==> src/sv/mpds_pkg.sv <==
// Shared types and constants for the multi-pattern DFA byte scanner.
// Used by the front end, the decoupling queue, the back end and the top level.
package mpds_pkg;

  localparam logic [1:0] OP_SCAN  = 2'd0;
  localparam logic [1:0] OP_TRANS = 2'd1;
  localparam logic [1:0] OP_MATCH = 2'd2;
  localparam logic [1:0] OP_START = 2'd3;

  localparam int ENTRY_W     = 10;
  localparam int COUNT_W     = 32;
  localparam int BYTE_W      = 8;
  localparam int IN_TDATA_W  = 32;
  localparam int OUT_TDATA_W = 48;

  localparam int QDEPTH = 4;
  localparam int QAW    = $clog2(QDEPTH);
  localparam int QLW    = $clog2(QDEPTH + 1);

  typedef struct packed {
    logic               is_scan;
    logic [ENTRY_W-1:0] addr;
    logic [ENTRY_W-1:0] data;
    logic [COUNT_W-1:0] count;
  } q_item_t;

endpackage

==> src/sv/mpds_queue.sv <==
// Short FIFO that decouples the front end from the back end.
// Uses mpds_pkg.
module mpds_queue (
  input  logic                     clk,
  input  logic                     rst,
  input  logic                     push,
  input  mpds_pkg::q_item_t        push_item,
  input  logic                     pop,
  output logic                     head_valid,
  output mpds_pkg::q_item_t        head,
  output logic [mpds_pkg::QLW-1:0] level
);
  import mpds_pkg::*;

  q_item_t        mem [QDEPTH];
  logic [QAW-1:0] wp;
  logic [QAW-1:0] rp;

  assign head_valid = (level != '0);
  assign head       = mem[rp];

  always_ff @(posedge clk) begin
    if (push) begin
      mem[wp] <= push_item;
    end
  end

  always_ff @(posedge clk) begin
    if (rst) begin
      wp    <= '0;
      rp    <= '0;
      level <= '0;
    end else begin
      if (push) begin
        wp <= wp + 1'b1;
      end
      if (pop) begin
        rp <= rp + 1'b1;
      end
      if (push && !pop) begin
        level <= level + 1'b1;
      end else if (pop && !push) begin
        level <= level - 1'b1;
      end
    end
  end

endmodule

==> config.mk <==
export PLATFORM = sky130hd
export DESIGN_NAME = mpds_queue
export DESIGN_NICKNAME = d
export VERILOG_FILES = /design/src/sv/mpds_pkg.sv /design/src/sv/mpds_queue.sv
export SDC_FILE = /design/constraint.sdc
export NUM_CORES = 1
export LEC_CHECK = 0
export ABC_CLOCK_PERIOD_IN_PS = 3500
export BUFFER_PORTS_ARGS = -buffer_cell sky130_fd_sc_hd__buf_4
export CAP_MARGIN = 10
export CORE_AREA = 5 5 141 143
export DETAILED_ROUTE_END_ITERATION = 16
export DIE_AREA = 0 0 146 148
export SETUP_SLACK_MARGIN = 0.5
export SYNTH_ARGS = -nofsm -noshare
export SYNTH_HDL_FRONTEND = slang
export SYNTH_SLANG_ARGS = --single-unit
export TNS_END_PERCENT = 30
==> constraint.sdc <==
create_clock -name clk -period 3.5 [get_ports clk]
set_input_delay 0.7 -clock clk [delete_from_list [all_inputs] [get_ports clk]]
set_output_delay 0.7 -clock clk [all_outputs]
set_load 0.02 [all_outputs]
### Word-level counts from Yosys, hierarchy flattened

Memories as Yosys holds them, arrays and structs flattened. A register that Yosys moved wholly into a read port is not among the register bits.
Index checks and enable logic that the tools add are counted.

* $add $sub $neg: 4
* multiplexer cells: 6
* reductions and logical operators: 6

Operator list (count)
* 3-bit 2-to-1 mux: 2
* 2-bit by 1-bit adder with 2-bit output (second input constant): 2
* 2-bit 2-to-1 mux: 2
* 3-bit by 1-bit adder with 3-bit output (second input constant): 1
* 3-bit nonzero test: 1
* 3-bit by 1-bit subtractor with 3-bit output (second input constant): 1
* 1-bit logical AND: 2
* 1-bit logical NOT: 2
* 1-bit 2-to-1 mux: 2
* 2-bit nonzero test: 1

* register bits after elaboration: 7
* RAM bits: 212
* bits of input ports: 57
* output and inout port bits: 57
* word-level logic and storage cells: 20
* memories: 1

Memories
* mem: words 4, width 53, rd ports 1, clocked after Yosys merged registers in 1, wr ports 1, RTL line mpds_queue.sv:15 `q_item_t mem [QDEPTH];`

### Logic depth before layout (Yosys ltp)

Gate-level depths: netlist of run 1.

* depth after elaboration: 4
* depth in mapped cells: 7
* mapped depth without buffers: 7

### Worst setup path before layout of run 1

OpenSTA, ideal clock, no wires.

* path kind: input to register
* start: in push
* end: mem mem[0][0] (netlist name), enable pin
* setup time: 0.416 ns
* arrival: 1.961 ns
* data required time: 3.084 ns
* setup slack: 1.123 ns
* stages: 1
* path buffers: 0
* cell sequence: and2_1

* longest elaborated chain between the ends: 2

RTL lines
* start, declared: RTL line mpds_queue.sv:6 `input logic push,`
* 1-bit 2-to-1 mux: RTL line mpds_queue.sv:23 `if (push) begin`
* 1-bit 2-to-1 mux (not written as such): RTL line mpds_queue.sv:24 `mem[wp] <= push_item;`
* end, declared: RTL line mpds_queue.sv:15

Every way passes these cells.

==> impl_metrics.json, run 1 <==
{
  "cts_tree": "done",
  "hold_depth": 1,
  "final_common_cell": "edfxtp_1",
  "maxCapViolations": 0,
  "status": "finished clean",
  "clk_latency_ps": 490,
  "grt_pass1_wl_mm": 23.5,
  "synth_area_leaders": "edfxtp_1 (78%), mux4_2 (14%), dfxtp_1 (2.2%), buf_12 (1.2%), mux4_1 (0.97%)",
  "post_cts_resized": 0,
  "place_congestion": 0.667,
  "maxSlewViolCount": 0,
  "async_flop_share_pct": 0,
  "grt_max_degree": 54,
  "post-place-cells": 663,
  "synth_nets": 383,
  "multi_input_area_mm2": 0.00143,
  "ioPinCount": 114,
  "ant_nets": 0,
  "critical_path_class": "flip-flop to primary output",
  "ir_drop_mv": 0.489,
  "nets": 519,
  "regArea_mm2": 0.00655,
  "skew_ps": 5.49,
  "cp_max_fo": 37,
  "hold_viol": 0,
  "rr_worst_depth": 4,
  "grt_overflow": 0,
  "fmax_ghz": 0.363,
  "critPathRequiredTime_ps": 2800,
  "hp-start": "push_item[37]",
  "grt_usage_pct": 14.1,
  "finalCritPeriodShare_pct": 78.8,
  "drc_errors": 0,
  "die_w_um": 146,
  "syn-cell-area_mm2": 0.00813,
  "reg2reg_to": "mem[2][13]",
  "initial_core_util_pct": 44.1,
  "final_cells": 704,
  "htreeDepth": 1,
  "num_vias": 3667,
  "wirelength_mm": 15.2,
  "setup_viol": 0,
  "root_buffer": "clkbuf_16",
  "synth-edff-count": 212,
  "hpwl_mm": 8.97,
  "synth_cells": 320,
  "p_leak_nw": 3.41,
  "synthDistinctLibCells": 20,
  "synth.avg_cell_area_um2": 25.4,
  "clockBufferDepth": 3,
  "tightest_slew_ps": 839,
  "path_clk_slew_ps": 60,
  "grt_pass1_vias": 4093,
  "slew_headroom_pct": 44.1,
  "clock-sinks": 221,
  "numCtsBuffers": 24,
  "die_h_um": 148,
  "port_buffers": 113,
  "synth_top_area_share_pct": 78.3,
  "fillers": 1427,
  "worst_hold_slack_ps": 402,
  "cts_hold_buf": 0,
  "end_kind": "primary output",
  "ys_seq_area_share_pct": 80.5,
  "wl_per_cell_um": 21.5,
  "grt_antenna_before_repair": 1,
  "p_per_area_mw_per_mm2": 605,
  "routed_via_density": 5.21,
  "area_growth_pct": 22.5,
  "power_mw": 6.03,
  "ys_ff_latch": 221,
  "core_area_mm2": 0.0185,
  "synth_area_leader_cell": "edfxtp_1",
  "grt_setup_unrepaired": "no",
  "layout-drive-gt1-share_pct": 44.7,
  "dr.pass1.iters": 4,
  "die_area_mm2": 0.0216,
  "hp-class": "input port to flip-flop",
  "diodes": 0,
  "crit_arrival_ps": 2060,
  "synth_ff_type": "edfxtp_1",
  "fin_crit_ps": 2760,
  "min_to": "mem[1][37]",
  "cp-start-kind": "flip-flop",
  "r2r-start": "wp[0]",
  "r2r_setup_slack_ps": 1560,
  "fin_util_pct": 54.0,
  "setup_tns_ps": 0,
  "layout_common_cells": "edfxtp_1 (212), buf_4 (119), mux4_2 (50), clkbuf_16 (25), clkbuf_1 (8)",
  "yosys_warnings": 0,
  "drt_iter0_drc": 204,
  "rows": 50
}
## sequential cells by signal, indices dropped and copies added (netlist names), named ones only
name   flops
mem      212
level      3
rp         2
wp         2
## per-layer routing
metal	global-route usage, %	part of all wire, %	vias up
met2	22.9	49	130
li1	-	-	1622
met4	3.95	1.6	2
met5	0	0.13	-
met3	3.86	7.0	17
met1	19.0	42	1896
## cells by family after synthesis
logic type,Yosys count,share of synthesized area (%)
AO/OA/AOI/OAI,2,0.123
multiplexers,55,15.1
flip-flops,221,80.5
XOR/XNOR,5,0.538
adder cells (fa/ha/maj),6,1.02
buffers and inverters,17,1.95
AND/OR/NAND/NOR,14,0.831
## repair_timing
action                     4_1_cts  5_1_grt
buffers inserted                 1        0
setup endpoints to repair       21        0
hold endpoints to repair         0        0
## how the worst max path moves through the flow
| stage | startpoint | end | cells past startpoint | slack (ps) |
|---|---|---|---|---|
| after CTS | flip-flop | head[21] | 3 | 650 |
| after floorplan | push | mem[0][0] | 1 | 1120 |
| after detailed placement | flip-flop | head[34] | 3 | 990 |
| after global placement | flip-flop | head[21] | 3 | 1020 |
| final | flip-flop | head[43] | 3 | 740 |
| after global routing | flip-flop | head[45] | 3 | 630 |
## stage by stage
step / cell area, um^2 / setup WS (ps)
2_1_floorplan: 8130 / 1120
3_3_place_gp: 9250 / 1020
3_5_place_dp: 9250 / 994
4_1_cts: 9970 / 654
5_1_grt: 9970 / 626
6_report: 9970 / 742
## critical path: stages (launching register included)
cell,delay [ps]
dfxtp_2,670
buf_12,330
mux4_2,380
buf_4,180
## area by class of cell
| cell class | instances | area share [%] |
|---|---|---|
| clock inverter | 7 | 0.377 |
| timing repair buffer | 123 | 9.84 |
| inverter | 4 | 0.151 |
| tap | 234 | 2.94 |
| sequential | 221 | 65.7 |
| multi-input combinational | 82 | 14.4 |
| clock buffer | 33 | 6.58 |
## cell usage after synthesis, types with 3 or more instances
cell type,instances
dfxtp_1,9
nor2_1,7
xor2_1,3
and2_1,4
edfxtp_1,212
ha_1,5
inv_1,4
mux4_2,50
buf_12,5
mux4_1,3
buf_2,5
## power breakdown
part	switching (mW)	internal, mW	total [mW]
sequential	0.0505	3.04	3.09
combinational	0.380	0.344	0.725
clock	0.917	1.30	2.22
total	1.35	4.68	6.03
Power figures use the tool's default switching activity.
==> run 2: changes to the inputs <==
--- a/config.mk
+++ b/config.mk
@@ -5,12 +5,14 @@
 export SDC_FILE = /design/constraint.sdc
 export NUM_CORES = 1
 export LEC_CHECK = 0
-export ABC_CLOCK_PERIOD_IN_PS = 3500
+export ABC_AREA = 1
+export ABC_CLOCK_PERIOD_IN_PS = 2400
 export BUFFER_PORTS_ARGS = -buffer_cell sky130_fd_sc_hd__buf_4
 export CAP_MARGIN = 10
-export CORE_AREA = 5 5 141 143
+export CORE_AREA = 5 5 144 146
 export DETAILED_ROUTE_END_ITERATION = 16
-export DIE_AREA = 0 0 146 148
+export DIE_AREA = 0 0 149 151
+export PLACE_DENSITY = 0.66
 export SETUP_SLACK_MARGIN = 0.5
 export SYNTH_ARGS = -nofsm -noshare
 export SYNTH_HDL_FRONTEND = slang
==> constraint.sdc (replaced) <==
create_clock -name clk -period 2.4 [get_ports clk]
set_input_delay 0.48 -clock clk [delete_from_list [all_inputs] [get_ports clk]]
set_output_delay 0.48 -clock clk [all_outputs]
set_load 0.02 [all_outputs]
==> run 2 against run 1 <==
Compared with the run above:
- design area is 13% higher
- via count is 44% higher
- flip-flop and latch count unchanged
- synthesized area rose by 4.2%
- register-to-register slack worse by 990 ps
- first-iteration DRC count increased by 72%
- critical path type unchanged
- largest cell class unchanged
- largest power group unchanged
==> impl_metrics.json, run 2 <==
{
  "status": "finished clean",
  "min_to": "mem[0][49]",
  "cpPeakStageDelay_ps": 390,
  "ys_seq_area_share_pct": 77.2,
  "path_clk_slew_ps": 60,
  "ir_drop_mv": 0.545,
  "layout-drive-gt1-share_pct": 38.2,
  "critPathBufInv": 4,
  "grt_setup_unrepaired": "yes",
  "synth_ff_type": "edfxtp_1",
  "hold_viol": 0,
  "hpwl_mm": 10.7,
  "switching_share_pct": 24.2,
  "power_mw": 8.93,
  "numCtsBuffers": 22,
  "synth.most_common_cell": "edfxtp_1",
  "hp-start": "push_item[49]",
  "die_area_mm2": 0.0225,
  "top_register": "mem",
  "cp_top_family": "buffers and inverters",
  "largestRegisters": "mem (212), level (3)",
  "final_cells": 995,
  "clockBufferDepth": 3,
  "layout_common_cells": "edfxtp_1 (212), buf_4 (106), nor2_1 (84), o21ai_0 (67), clkbuf_16 (30)",
  "r2r_setup_slack_ps": 570,
  "yosys_warnings": 0,
  "setup_tns_ps": 0,
  "hold_depth": 1,
  "crit_arrival_ps": 1770,
  "port_buffers": 113,
  "async_flop_share_pct": 0,
  "wl_per_cell_um": 20.7,
  "grt_max_degree": 44,
  "cp_max_fo": 14,
  "grt_antenna_before_repair": 0,
  "fmax_ghz": 0.444,
  "reg2reg_to": "mem[0][34]",
  "maxSlewViolCount": 0,
  "finalCritPeriodShare_pct": 93.9,
  "drt_iter0_drc": 351,
  "p_int_mw": 6.76,
  "grt_usage_pct": 16.6,
  "p_per_area_mw_per_mm2": 795,
  "rr_worst_depth": 5,
  "core_area_mm2": 0.0193,
  "root_buffer": "clkbuf_16",
  "fillers": 1457,
  "seqPwrFrac_pct": 49.9,
  "synthDistinctLibCells": 22,
  "fin_util_pct": 58.3,
  "place_congestion": 0.734,
  "p_leak_nw": 4.01,
  "area_growth_pct": 32.5,
  "ys_ff_latch": 221,
  "cts_hold_buf": 0,
  "synth_cells": 572,
  "setup_viol": 0,
  "power.switching_mw": 2.16,
  "tightest_slew_ps": 516,
  "routed_via_density": 5.31,
  "maxCapViolations": 0,
  "combinationalPowerShare_pct": 15.0,
  "critPathRequiredTime_ps": 1920,
  "fin_crit_ps": 2250,
  "ioPinCount": 114,
  "skew_ps": 14.4,
  "r2r-start": "wp[0]",
  "drc_errors": 0,
  "critical_path_class": "flip-flop to primary output",
  "rows": 51,
  "wirelength_mm": 20.6,
  "largest_register_ffs": 212,
  "nets": 780,
  "slowest_stage": "dfxtp_4",
  "synth_area_leaders": "edfxtp_1 (75%), o21ai_0 (6.0%), nor2_1 (4.1%), o22ai_2 (3.0%), o22ai_1 (2.4%)",
  "slew_headroom_pct": 65.5,
  "cts_tree": "done",
  "post-place-cells": 932,
  "clk_latency_ps": 500,
  "cp_cell_sequence": "buf_12, buf_12, inv_8, nor2_1, o22ai_1, buf_4",
  "cp-start-kind": "flip-flop",
  "clock-sinks": 221,
  "diodes": 0,
  "grt_overflow": 0,
  "grt_pass1_wl_mm": 29.0,
  "final_common_cell": "edfxtp_1",
  "hp-class": "input port to flip-flop",
  "die_h_um": 151,
  "crit_top_cell": "buf_12",
  "initial_core_util_pct": 44.0,
  "synth.avg_cell_area_um2": 14.8,
  "die_w_um": 149,
  "synth-edff-count": 212,
  "synth_nets": 635,
  "dr.pass1.iters": 5,
  "synth_top_area_share_pct": 75.1,
  "ys_top_cells_by_count": "edfxtp_1 (212), o21ai_0 (102), nor2_1 (92)",
  "synth_area_leader_cell": "edfxtp_1",
  "ant_nets": 0,
  "end_kind": "primary output",
  "grt_pass1_vias": 5387,
  "syn-cell-area_mm2": 0.00848,
  "clkPwrFrac_pct": 35.0,
  "num_vias": 5282,
  "htreeDepth": 1
}
==> run 2: how the worst max path moves through the flow <==
stage / from / end / slack, ps / cells after the start
floorplan: wp[1] / mem[1][0] / 390 / 4
global placement: flip-flop / head[13] / 550 / 4
detailed placement: flip-flop / head[24] / 490 / 5
CTS: flip-flop / head[50] / 150 / 5
global route: flip-flop / head[21] / 110 / 6
finish: flip-flop / head[26] / 150 / 6
==> run 2: what timing repair did <==
action	CTS	global route
cloned	3	13
pin swaps	4	7
resized for setup	25	107
buffers inserted	4	6
setup endpoints to repair	53	59
==> run 2: routing by layer <==
metal | up-vias | global-route usage [%] | routed length, um
met1 | 2647 | 21.7 | 8710
met5 | - | 0 | 0
met4 | 0 | 4.76 | 391
li1 | 2427 | - | -
met2 | 177 | 28.3 | 10200
met3 | 31 | 3.41 | 1310
==> run 2: per-stage QoR <==
| stage | hold WS, ps | instance area [um^2] | worst slack (ps) |
|---|---|---|---|
| 2_1_floorplan | 412 | 8490 | 393 |
| 3_3_place_gp | 442 | 9700 | 547 |
| 3_5_place_dp | 464 | 9700 | 492 |
| 4_1_cts | 156 | 10600 | 148 |
| 5_1_grt | 153 | 11200 | 112 |
| 6_report | 174 | 11200 | 146 |
==> run 2: cell families after synthesis <==
family          after synthesis  share of synthesized area (%)
flops                       221                           77.2
compound gates              169                           12.2
buf+inv                      52                           3.47
fa+ha+maj                     6                          0.974
simple gates                124                           6.12
==> run 2: cell type report <==
cell class	count	area [um^2]	area share (%)
clock buffer	25	562	5.00
clock inverter	12	96.3	0.858
inverter	18	104	0.924
multi-input combinational	299	1900	16.9
sequential	221	6550	58.3
tap	265	332	2.95
timing repair buffer	152	1650	14.7
timing repair inverter	3	33.8	0.301
==> run 2: power groups by stage <==
stage	sequential (mW)	combinational (mW)	clock [mW]
final	4.46	1.34	3.13
after global routing	4.47	1.43	3.36
after CTS	4.46	1.14	3.19
after detailed placement	4.54	1.06	0
after global placement	4.53	1.04	0
after floorplan	4.53	0.584	0
==> run 2: worst register-to-register path, cell delays in order (launching register included) <==
cell and delay (ps):
dfxtp_1 360, inv_1 100, ha_1 200, nand2_1 100, clkinvlp_4 440, buf_12 350
==> run 3: changes to the inputs <==
--- a/config.mk
+++ b/config.mk
@@ -5,14 +5,12 @@
 export SDC_FILE = /design/constraint.sdc
 export NUM_CORES = 1
 export LEC_CHECK = 0
-export ABC_AREA = 1
 export ABC_CLOCK_PERIOD_IN_PS = 2400
 export BUFFER_PORTS_ARGS = -buffer_cell sky130_fd_sc_hd__buf_4
-export CAP_MARGIN = 10
-export CORE_AREA = 5 5 144 146
+export CORE_AREA = 5 5 141 143
 export DETAILED_ROUTE_END_ITERATION = 16
-export DIE_AREA = 0 0 149 151
-export PLACE_DENSITY = 0.66
+export DIE_AREA = 0 0 146 148
+export PLACE_DENSITY = 0.67
 export SETUP_SLACK_MARGIN = 0.5
 export SYNTH_ARGS = -nofsm -noshare
 export SYNTH_HDL_FRONTEND = slang
==> run 3 against run 2 <==
Compared with the run above:
- first-iteration DRC count down 50%
- setup slack worse by 83 ps
- flip-flop and latch count unchanged
- critical endpoint is now head[9]
- fmax down 3.5%
- sequential power about the same
==> impl_metrics.json, run 3 (synthesized netlist as in run 1, its figures left out) <==
{
  "power_mw": 9.12,
  "cpPeakStageDelay_ps": 520,
  "final_common_cell": "edfxtp_1",
  "grt_pass1_wl_mm": 23.3,
  "largestRegisters": "mem (212), level (3)",
  "hpwl_mm": 9.09,
  "fin_area_mm2": 0.0105,
  "initial_core_util_pct": 44.1,
  "grt_antenna_before_repair": 0,
  "dr.pass1.iters": 4,
  "area_growth_pct": 29.4,
  "fmax_ghz": 0.428,
  "grt_usage_pct": 13.9,
  "end_kind": "primary output",
  "crit_arrival_ps": 1860,
  "min_to": "mem[2][42]",
  "cp_cell_sequence": "buf_6, buf_12, mux4_2, buf_6",
  "slowest_stage": "mux4_2",
  "p_per_area_mw_per_mm2": 867,
  "cp_top_family": "multiplexers",
  "ir_drop_mv": 0.665,
  "maxCapViolations": 0,
  "skew_ps": 11.2,
  "layout_common_cells": "edfxtp_1 (212), buf_4 (63), buf_6 (57), mux4_2 (53), clkbuf_16 (24)",
  "critical_path_class": "flip-flop to primary output",
  "place_area_mm2": 0.00936,
  "hp-class": "input port to flip-flop",
  "path_clk_slew_ps": 60,
  "die_area_mm2": 0.0216,
  "status": "finished clean",
  "nets": 534,
  "wl_per_cell_um": 20.6,
  "maxSlewViolCount": 0,
  "finalCritPeriodShare_pct": 97.3,
  "critPathBufInv": 3,
  "crit_top_cell": "buf_6",
  "grt_overflow": 0,
  "r2r_setup_slack_ps": 820,
  "ioPinCount": 114,
  "worst_hold_slack_ps": 187,
  "wirelength_mm": 14.9,
  "grt_setup_unrepaired": "yes",
  "setup_viol": 0,
  "fin_crit_ps": 2340,
  "core_area_mm2": 0.0185,
  "clock-sinks": 221,
  "top_register": "mem",
  "place_congestion": 0.679,
  "clockBufferDepth": 3,
  "setup_tns_ps": 0,
  "numCtsBuffers": 23,
  "p_leak_nw": 3.62,
  "routed_via_density": 5.14,
  "cp_max_fo": 7,
  "fin_util_pct": 57.1,
  "hp-start": "push_item[42]",
  "r2r-start": "wp[0]",
  "drc_errors": 0,
  "root_buffer": "clkbuf_16",
  "hold_depth": 1,
  "grt_max_degree": 38,
  "port_buffers": 113,
  "rr_worst_depth": 3,
  "diodes": 0,
  "hold_viol": 0,
  "rows": 50,
  "reg2reg_to": "mem[3][41]",
  "htreeDepth": 1,
  "cts_tree": "done",
  "cp-start-kind": "flip-flop",
  "largest_register_ffs": 212,
  "drt_iter0_drc": 176,
  "die_h_um": 148,
  "grt_pass1_vias": 4159,
  "critPathRequiredTime_ps": 1920,
  "clk_latency_ps": 490,
  "ant_nets": 0,
  "tightest_slew_ps": 424,
  "num_vias": 3706,
  "worstSetupPathDepth": 4,
  "layout-drive-gt1-share_pct": 47.2,
  "die_w_um": 146,
  "slew_headroom_pct": 71.7
}
## run 3: cell count changes in the layout (fill, tap and decap cells not counted), sizes merged, moves of 9 or more
cell | previous run | this run
mux4 | 0 | 53
nor2 | 112 | 7
o22ai | 53 | 0
nand2 | 10 | 1
o21ai | 112 | 1
inv | 18 | 4
## run 3: through the flow
stage          instances  setup WS (ps)
2_1_floorplan        320            201
3_3_place_gp         667            369
3_5_place_dp         667            352
4_1_cts              720           17.6
5_1_grt              721          -9.13
6_report             721           63.6
## run 3: metal layers
metal / wire length (um) / GRT usage, %
met5: 0 / 0
met4: 303 / 3.34
met3: 913 / 3.86
met2: 7880 / 24.6
met1: 5760 / 17.1
## run 3: report_power, final
part	leakage, nW	internal (mW)	switching (mW)
registers	2.02	4.43	0.0535
clock network	0.351	2.01	1.33
logic	1.25	0.686	0.615
total	3.62	7.13	2.00
## run 3: worst register-to-register path: stages, from the launching register on
cell and delay, ps:
dfxtp_1 420, ha_1 180, and2_2 410, buf_12 250
## run 3: timing repair
item | in CTS | in global routing
resized for setup | 33 | 35
hold buffers | 0 | 0
setup endpoints to repair | 53 | 54
cloned | 4 | 1
setup buffers | 8 | 0
## run 3: worst max path at each step
stage | startpoint | to | slack (ps)
after floorplan | wp[0] | mem[1][0] | 200
after global placement | flip-flop | head[36] | 370
after detailed placement | pop | level[2] | 350
after CTS | flip-flop | head[34] | 20
after global routing | flip-flop | head[11] | -9
final | flip-flop | head[9] | 60
## run 3: area by class of cell
class | count | area (um^2)
inverter | 4 | 15.0
clock inverter | 9 | 96.3
tap | 234 | 293
multi-input combinational | 82 | 1420
sequential | 221 | 6550
fill | 1363 | 7930
clock buffer | 32 | 619
timing repair buffer | 139 | 1530
